<file path="src/design/qdsp_pkg.sv">
// Shared types and constants for the QPSK derotate, slice and pack block.
// No dependencies; imported by qdsp_slicer and qpsk_derotate_slice_pack.
package qdsp_pkg;

    localparam int SAMPLE_W      = 16;
    localparam int COEF_W        = 16;
    localparam int PROD_W        = SAMPLE_W + COEF_W;
    localparam int ROT_W         = PROD_W + 1;
    localparam int SYM_W         = 2;
    localparam int SYMS_PER_WORD = 16;
    localparam int WORD_W        = SYM_W * SYMS_PER_WORD;
    localparam int POS_W         = $clog2(SYMS_PER_WORD);
    localparam int CNT_W         = 5;
    localparam int SHIFT_W       = POS_W + 1;

    localparam logic signed [COEF_W-1:0] COS_RESET = 16'sd16384;
    localparam logic signed [COEF_W-1:0] SIN_RESET = 16'sd0;

    typedef enum logic [0:0] {
        CFG_COS = 1'b0,
        CFG_SIN = 1'b1
    } cfg_reg_t;

endpackage

</file>
<file path="src/design/qdsp_slicer.sv">
// Phase derotation and quadrant hard decision for one complex sample.
// Depends on qdsp_pkg for widths.
module qdsp_slicer
    import qdsp_pkg::*;
(
    input  logic signed [SAMPLE_W-1:0] sample_i,
    input  logic signed [SAMPLE_W-1:0] sample_q,
    input  logic signed [COEF_W-1:0]   cos_c,
    input  logic signed [COEF_W-1:0]   sin_c,
    output logic        [SYM_W-1:0]    sym
);

    logic signed [PROD_W-1:0] ic_prod;
    logic signed [PROD_W-1:0] qs_prod;
    logic signed [PROD_W-1:0] qc_prod;
    logic signed [PROD_W-1:0] is_prod;
    logic signed [ROT_W-1:0]  rot_i;
    logic signed [ROT_W-1:0]  rot_q;

    assign ic_prod = sample_i * cos_c;
    assign qs_prod = sample_q * sin_c;
    assign qc_prod = sample_q * cos_c;
    assign is_prod = sample_i * sin_c;

    // full width, so the sign is exact
    assign rot_i = ROT_W'(ic_prod) + ROT_W'(qs_prod);
    assign rot_q = ROT_W'(qc_prod) - ROT_W'(is_prod);

    always_comb
    begin
        if ((rot_i != '0) && (rot_q != '0))
        begin
            sym = {rot_i[ROT_W-1], rot_q[ROT_W-1]};
        end
        else
        begin
            sym = '0;
        end
    end

endmodule

</file>
<file path="src/design/qpsk_derotate_slice_pack.sv">
// Top level: QPSK derotation, hard decision and 32-bit word packing.
// Depends on qdsp_pkg and qdsp_slicer.
//
// One sample is accepted per clock cycle unless a finished word stalls.
// The sample is captured in an input register, then the four 16x16
// products, the 33-bit sums and the sign slice run combinationally into
// the packing accumulator and the output word register. Sixteen symbols
// fill a word, symbol k in bits 2k+1:2k; a sample marked frame_end closes
// the word early with last set, and unused positions read as zero. A
// symbol whose rotated I or Q is exactly zero is sliced to 00. While a
// word waits on out_ready one more sample can still be taken into the
// input register. Coefficients (CFG_COS cosine, CFG_SIN sine, both Q1.14)
// must be written via the cfg port only while the block is idle, unchecked.
module qpsk_derotate_slice_pack
    import qdsp_pkg::*;
(
    input  logic                       clk,
    input  logic                       rst_n,

    input  logic                       cfg_valid,
    output logic                       cfg_ready,
    input  logic [0:0]                 cfg_index,
    input  logic [COEF_W-1:0]          cfg_data,

    input  logic                       in_valid,
    output logic                       in_ready,
    input  logic signed [SAMPLE_W-1:0] sample_i,
    input  logic signed [SAMPLE_W-1:0] sample_q,
    input  logic                       frame_end,

    output logic                       out_valid,
    input  logic                       out_ready,
    output logic [WORD_W-1:0]          packed_word,
    output logic [CNT_W-1:0]           symbol_count,
    output logic                       last
);

    logic signed [COEF_W-1:0]   cos_reg;
    logic signed [COEF_W-1:0]   sin_reg;

    logic                       a_valid_reg;
    logic signed [SAMPLE_W-1:0] a_i_reg;
    logic signed [SAMPLE_W-1:0] a_q_reg;
    logic                       a_fe_reg;

    logic [WORD_W-1:0]          acc_reg;
    logic [POS_W-1:0]           pos_reg;

    logic                       out_valid_reg;
    logic [WORD_W-1:0]          word_reg;
    logic [CNT_W-1:0]           count_reg;
    logic                       last_reg;

    logic                       advance;
    logic                       fire;
    logic [SYM_W-1:0]           sym;
    logic [SHIFT_W-1:0]         shamt;
    logic [CNT_W-1:0]           count_next;
    logic [WORD_W-1:0]          word_next;
    logic                       emit;

    assign cfg_ready = 1'b1;

    always_ff @(posedge clk or negedge rst_n)
    begin
        if (!rst_n)
        begin
            cos_reg <= COS_RESET;
            sin_reg <= SIN_RESET;
        end
        else if (cfg_valid)
        begin
            case (cfg_reg_t'(cfg_index))
                CFG_COS: cos_reg <= cfg_data;
                CFG_SIN: sin_reg <= cfg_data;
                default: ;
            endcase
        end
    end

    // stall only when a finished word is still waiting
    assign advance  = !out_valid_reg || out_ready;
    assign in_ready = !a_valid_reg || advance;
    assign fire     = a_valid_reg && advance;

    always_ff @(posedge clk or negedge rst_n)
    begin
        if (!rst_n)
        begin
            a_valid_reg <= 1'b0;
        end
        else if (in_ready)
        begin
            a_valid_reg <= in_valid;
        end
    end

    always_ff @(posedge clk)
    begin
        if (in_valid && in_ready)
        begin
            a_i_reg  <= sample_i;
            a_q_reg  <= sample_q;
            a_fe_reg <= frame_end;
        end
    end

    qdsp_slicer u_slicer (
        .sample_i (a_i_reg),
        .sample_q (a_q_reg),
        .cos_c    (cos_reg),
        .sin_c    (sin_reg),
        .sym      (sym)
    );

    assign shamt      = {pos_reg, 1'b0};
    assign count_next = CNT_W'(pos_reg) + CNT_W'(1);
    assign word_next  = acc_reg | (WORD_W'(sym) << shamt);
    assign emit       = (count_next == CNT_W'(SYMS_PER_WORD)) || a_fe_reg;

    always_ff @(posedge clk or negedge rst_n)
    begin
        if (!rst_n)
        begin
            acc_reg <= '0;
            pos_reg <= '0;
        end
        else if (fire)
        begin
            if (emit)
            begin
                acc_reg <= '0;
                pos_reg <= '0;
            end
            else
            begin
                acc_reg <= word_next;
                pos_reg <= count_next[POS_W-1:0];
            end
        end
    end

    always_ff @(posedge clk or negedge rst_n)
    begin
        if (!rst_n)
        begin
            out_valid_reg <= 1'b0;
        end
        else if (fire && emit)
        begin
            out_valid_reg <= 1'b1;
        end
        else if (out_ready)
        begin
            out_valid_reg <= 1'b0;
        end
    end

    always_ff @(posedge clk)
    begin
        if (fire && emit)
        begin
            word_reg  <= word_next;
            count_reg <= count_next;
            last_reg  <= a_fe_reg;
        end
    end

    assign out_valid    = out_valid_reg;
    assign packed_word  = word_reg;
    assign symbol_count = count_reg;
    assign last         = last_reg;

    a_count_range: assert property (@(posedge clk) disable iff (!rst_n)
        out_valid |-> (symbol_count != '0) && (symbol_count <= CNT_W'(SYMS_PER_WORD)))
        else $error("symbol_count out of range");

    a_full_unless_last: assert property (@(posedge clk) disable iff (!rst_n)
        (out_valid && !last) |-> (symbol_count == CNT_W'(SYMS_PER_WORD)))
        else $error("short word without frame end");

    a_pos_cleared: assert property (@(posedge clk) disable iff (!rst_n)
        (fire && emit) |=> (pos_reg == '0) && (acc_reg == '0))
        else $error("accumulator not cleared after word");

endmodule

</file>
<file path="config.mk">
export PLATFORM = sky130hd
export DESIGN_NAME = qpsk_derotate_slice_pack
export DESIGN_NICKNAME = d
export VERILOG_FILES = /design/src/design/qdsp_pkg.sv /design/src/design/qdsp_slicer.sv /design/src/design/qpsk_derotate_slice_pack.sv
export SDC_FILE = /design/constraint.sdc
export NUM_CORES = 2
export LEC_CHECK = 0
export BUFFER_PORTS_ARGS = -buffer_cell sky130_fd_sc_hd__buf_2
export CORE_MARGIN = 3
export CORE_UTILIZATION = 40
export DETAILED_ROUTE_END_ITERATION = 16
export SLEW_MARGIN = 20
export SYNTH_ARGS = -nofsm -noshare
export SYNTH_HDL_FRONTEND = slang
export SYNTH_HIERARCHICAL = 1
export SYNTH_SLANG_ARGS = --single-unit
</file>
<file path="constraint.sdc">
create_clock -name clk -period 10.2 [get_ports clk]
set_input_delay 2.04 -clock clk [delete_from_list [all_inputs] [get_ports clk]]
set_output_delay 2.04 -clock clk [all_outputs]
set_load 0.005 [all_outputs]
</file>
==> metrics <==
status finished clean; count leader, synth fa_1; number of global-route vias before repair 34870; busiest grt layer met2; Starting Density 0.4058; Post-CTS Hold Fix Bufs 0; number of DRC markers in iteration 0 2084; Highest Clock Rate 103.7 MHz; Setup-failing EPs final 0; DIE AREA 118900 um^2; Setup crit end kind flip-flop; Overall Global Routing Usage 0.2183; M1 GR Usage 0.2935; slowest stage delay, CP 0.89 ns; Post-synth ARST share 0.4965; dpl hpwl 100.5 mm; Period minus WS final 9.646 ns; Critical Path Most Common Cell fa_1; Worst path slowest cell edfxtp_1; TritonCTS clock tree built; Worst Setup Path Type flip-flop to flip-flop; cts bufs inserted 17; CTS root buffer clkbuf_16; P&R area growth vs syn 6.318%; Synth area leaders fa_1 (51%), inv_1 (9.3%), ha_1 (8.5%); final worst path period share 0.9457; Yosys cell types 86; Final Wtd Congestion 0.8902; syn_area_per_cell 9.834 um^2; final slew viol count 0; dpl cells 6137; fin nets 6195; # IOs 96; CP max FO 17; total wire length 122.2 mm; first-pass GRT wire length 198.5 mm; fillers 10910; Hold Crit Class flip-flop to flip-flop; largest net degree at the start of global routing 72; top cell type by total area after synthesis fa_1; Post-CTS Resized 0; register area share after synthesis 0.08463; drt pass-1 iters 5; clk buf depth 2; initial antenna violation count 24; Arrival @ worst endpoint 9.97 ns; max cap viols 0; Max-slew headroom 0.2396; flops & latches, synth 141; CTS Sinks 141; Worst Tran Pin Value 1.141 ns; syn_nets 6207; Via Count 31430; number of flops mapped to enable cells by yosys 71; fraction of layout instances using a drive strength above 1 0.06447; H-tree depth 4; Post-CTS Setup Repair Bufs 0; FP Rows 123; Ys Warns 6; final non-filler cell total 6181; ys flop type edfxtp_1; routed len/inst 19.77 um; worst skew pair latency 0.49 ns; Routed Antenna Nets 0; final hold violations 0; GRT overflow 0; Worst Skew 0.04086 ns; clock slew at reported path FFs 0.07 ns; unrepaired setup endpoints after global routing false; input/output buffers 94; setup TNS 0 ns; vias per inst 5.085; M2 GR Usage 0.3633; Chip Height 344.8 um; Synth Instances 4668; core area 113100 um^2; Mapped Area 45910 um^2; DR DRC count 0; die width 344.8 um; Post-synth top cells fa_1 (1173), inv_1 (1132), nand2_1 (562); Yosys top cell area share 0.5115; WP data required 10.52 ns; startpoint types flip-flop; M3 GR Usage 0.04054
routing by layer:
layer | routed length, um | part of all wire
met3 | 8230 | 0.067
met1 | 50940 | 0.42
met4 | 3476 | 0.028
met5 | 138 | 0.0011
met2 | 59430 | 0.49
kinds of logic after synthesis:
kind of cell,after synthesis,synth area share
xor gates and xnor gates,64,0.01221
adders and majority gates,1484,0.5963
muxes,41,0.009894
other,1,0.00008169
and+or+nand+nor,1299,0.1421
AOI/OAI and AO/OA,277,0.04233
buffers and inverters,1361,0.1124
DFF,141,0.08463
cells in the final DEF, fill, tap and decap left out, types with 5 or more instances in the layout:
master and instances:
o211ai_1 7, clkbuf_16 17, mux2_2 35, inv_1 1132
nand3_1 16, a211oi_1 12, fa_1 1173, ha_1 311
o21ai_0 42, nor4_1 5, nor3_1 14, buf_4 102
nor2b_1 13, a21o_1 15, diode_2 12, inv_6 6
nor2_1 110, a211o_1 5, and3_1 12, o31ai_1 6
a21oi_1 50, and2_1 459, nand2b_1 48, nand2_1 562
buf_2 93, o21bai_1 32, mux2i_1 6, a31o_2 9
nand4_1 12, and4b_1 5, xor2_1 10, o2111ai_1 5
xnor2_1 54, or3_1 6, edfxtp_1 71, a31oi_1 46
dfrtp_1 67
layout make-up:
| class | count | area [um^2] | share of cell area |
|---|---|---|---|
| diodes | 12 | 30.03 | 0.0006153 |
| clock buffers | 18 | 429.2 | 0.008793 |
| clock inverters | 14 | 173.9 | 0.003563 |
| inverters | 1132 | 4249 | 0.08706 |
| multi-input cells | 3166 | 36870 | 0.7554 |
| flip-flops and latches | 141 | 3887 | 0.07965 |
| well taps | 1500 | 1877 | 0.03845 |
| repair buffers | 198 | 1291 | 0.02646 |
through the flow:
stage	instance area (um^2)	hold slack, ns	setup slack [ns]	util
CTS	48770	0.4927	0.5876	0.4311
global route	48790	0.5097	0.08167	0.4313
finish	48810	0.4916	0.5543	0.4315
detailed placement	48170	0.4777	0.6371	0.4258
global placement	48170	0.4713	0.8333	0.4258
floorplan	45910	0.4557	1.789	-
path summary, 6_finish.rpt:
kind / from / endpoint / slack [ns] / depth (start not counted)
worst max-delay path: a_i_reg[15]$_DFFE_PP_ / acc_reg[25]$_DFFE_PN0P_ / 0.55 / 29
worst min-delay path: acc_reg[7]$_DFFE_PN0P_ / acc_reg[7]$_DFFE_PN0P_ / 0.49 / 2
worst max register to register: a_i_reg[15]$_DFFE_PP_ / acc_reg[25]$_DFFE_PN0P_ / 0.55 / 29
worst min register to register: acc_reg[7]$_DFFE_PN0P_ / acc_reg[7]$_DFFE_PN0P_ / 0.49 / 2
max in group asynchronous: rst_n / cos_reg[1]$_DFFE_PN0P_ / 7.61 / 2
min in group asynchronous: rst_n / acc_reg[13]$_DFFE_PN0P_ / 1.40 / 1
critical path, delay by kind of cell, from the launching register on:
family          cells  cell delay, ns
compound gates      5            1.08
flops               1            0.89
fa+ha+maj           9            4.68
buf+inv             7            1.02
simple gates        8            1.79
Power is left out: the tool's default activity adds up to more than one toggle a clock period on the data nets, which glitch-free logic cannot reach.
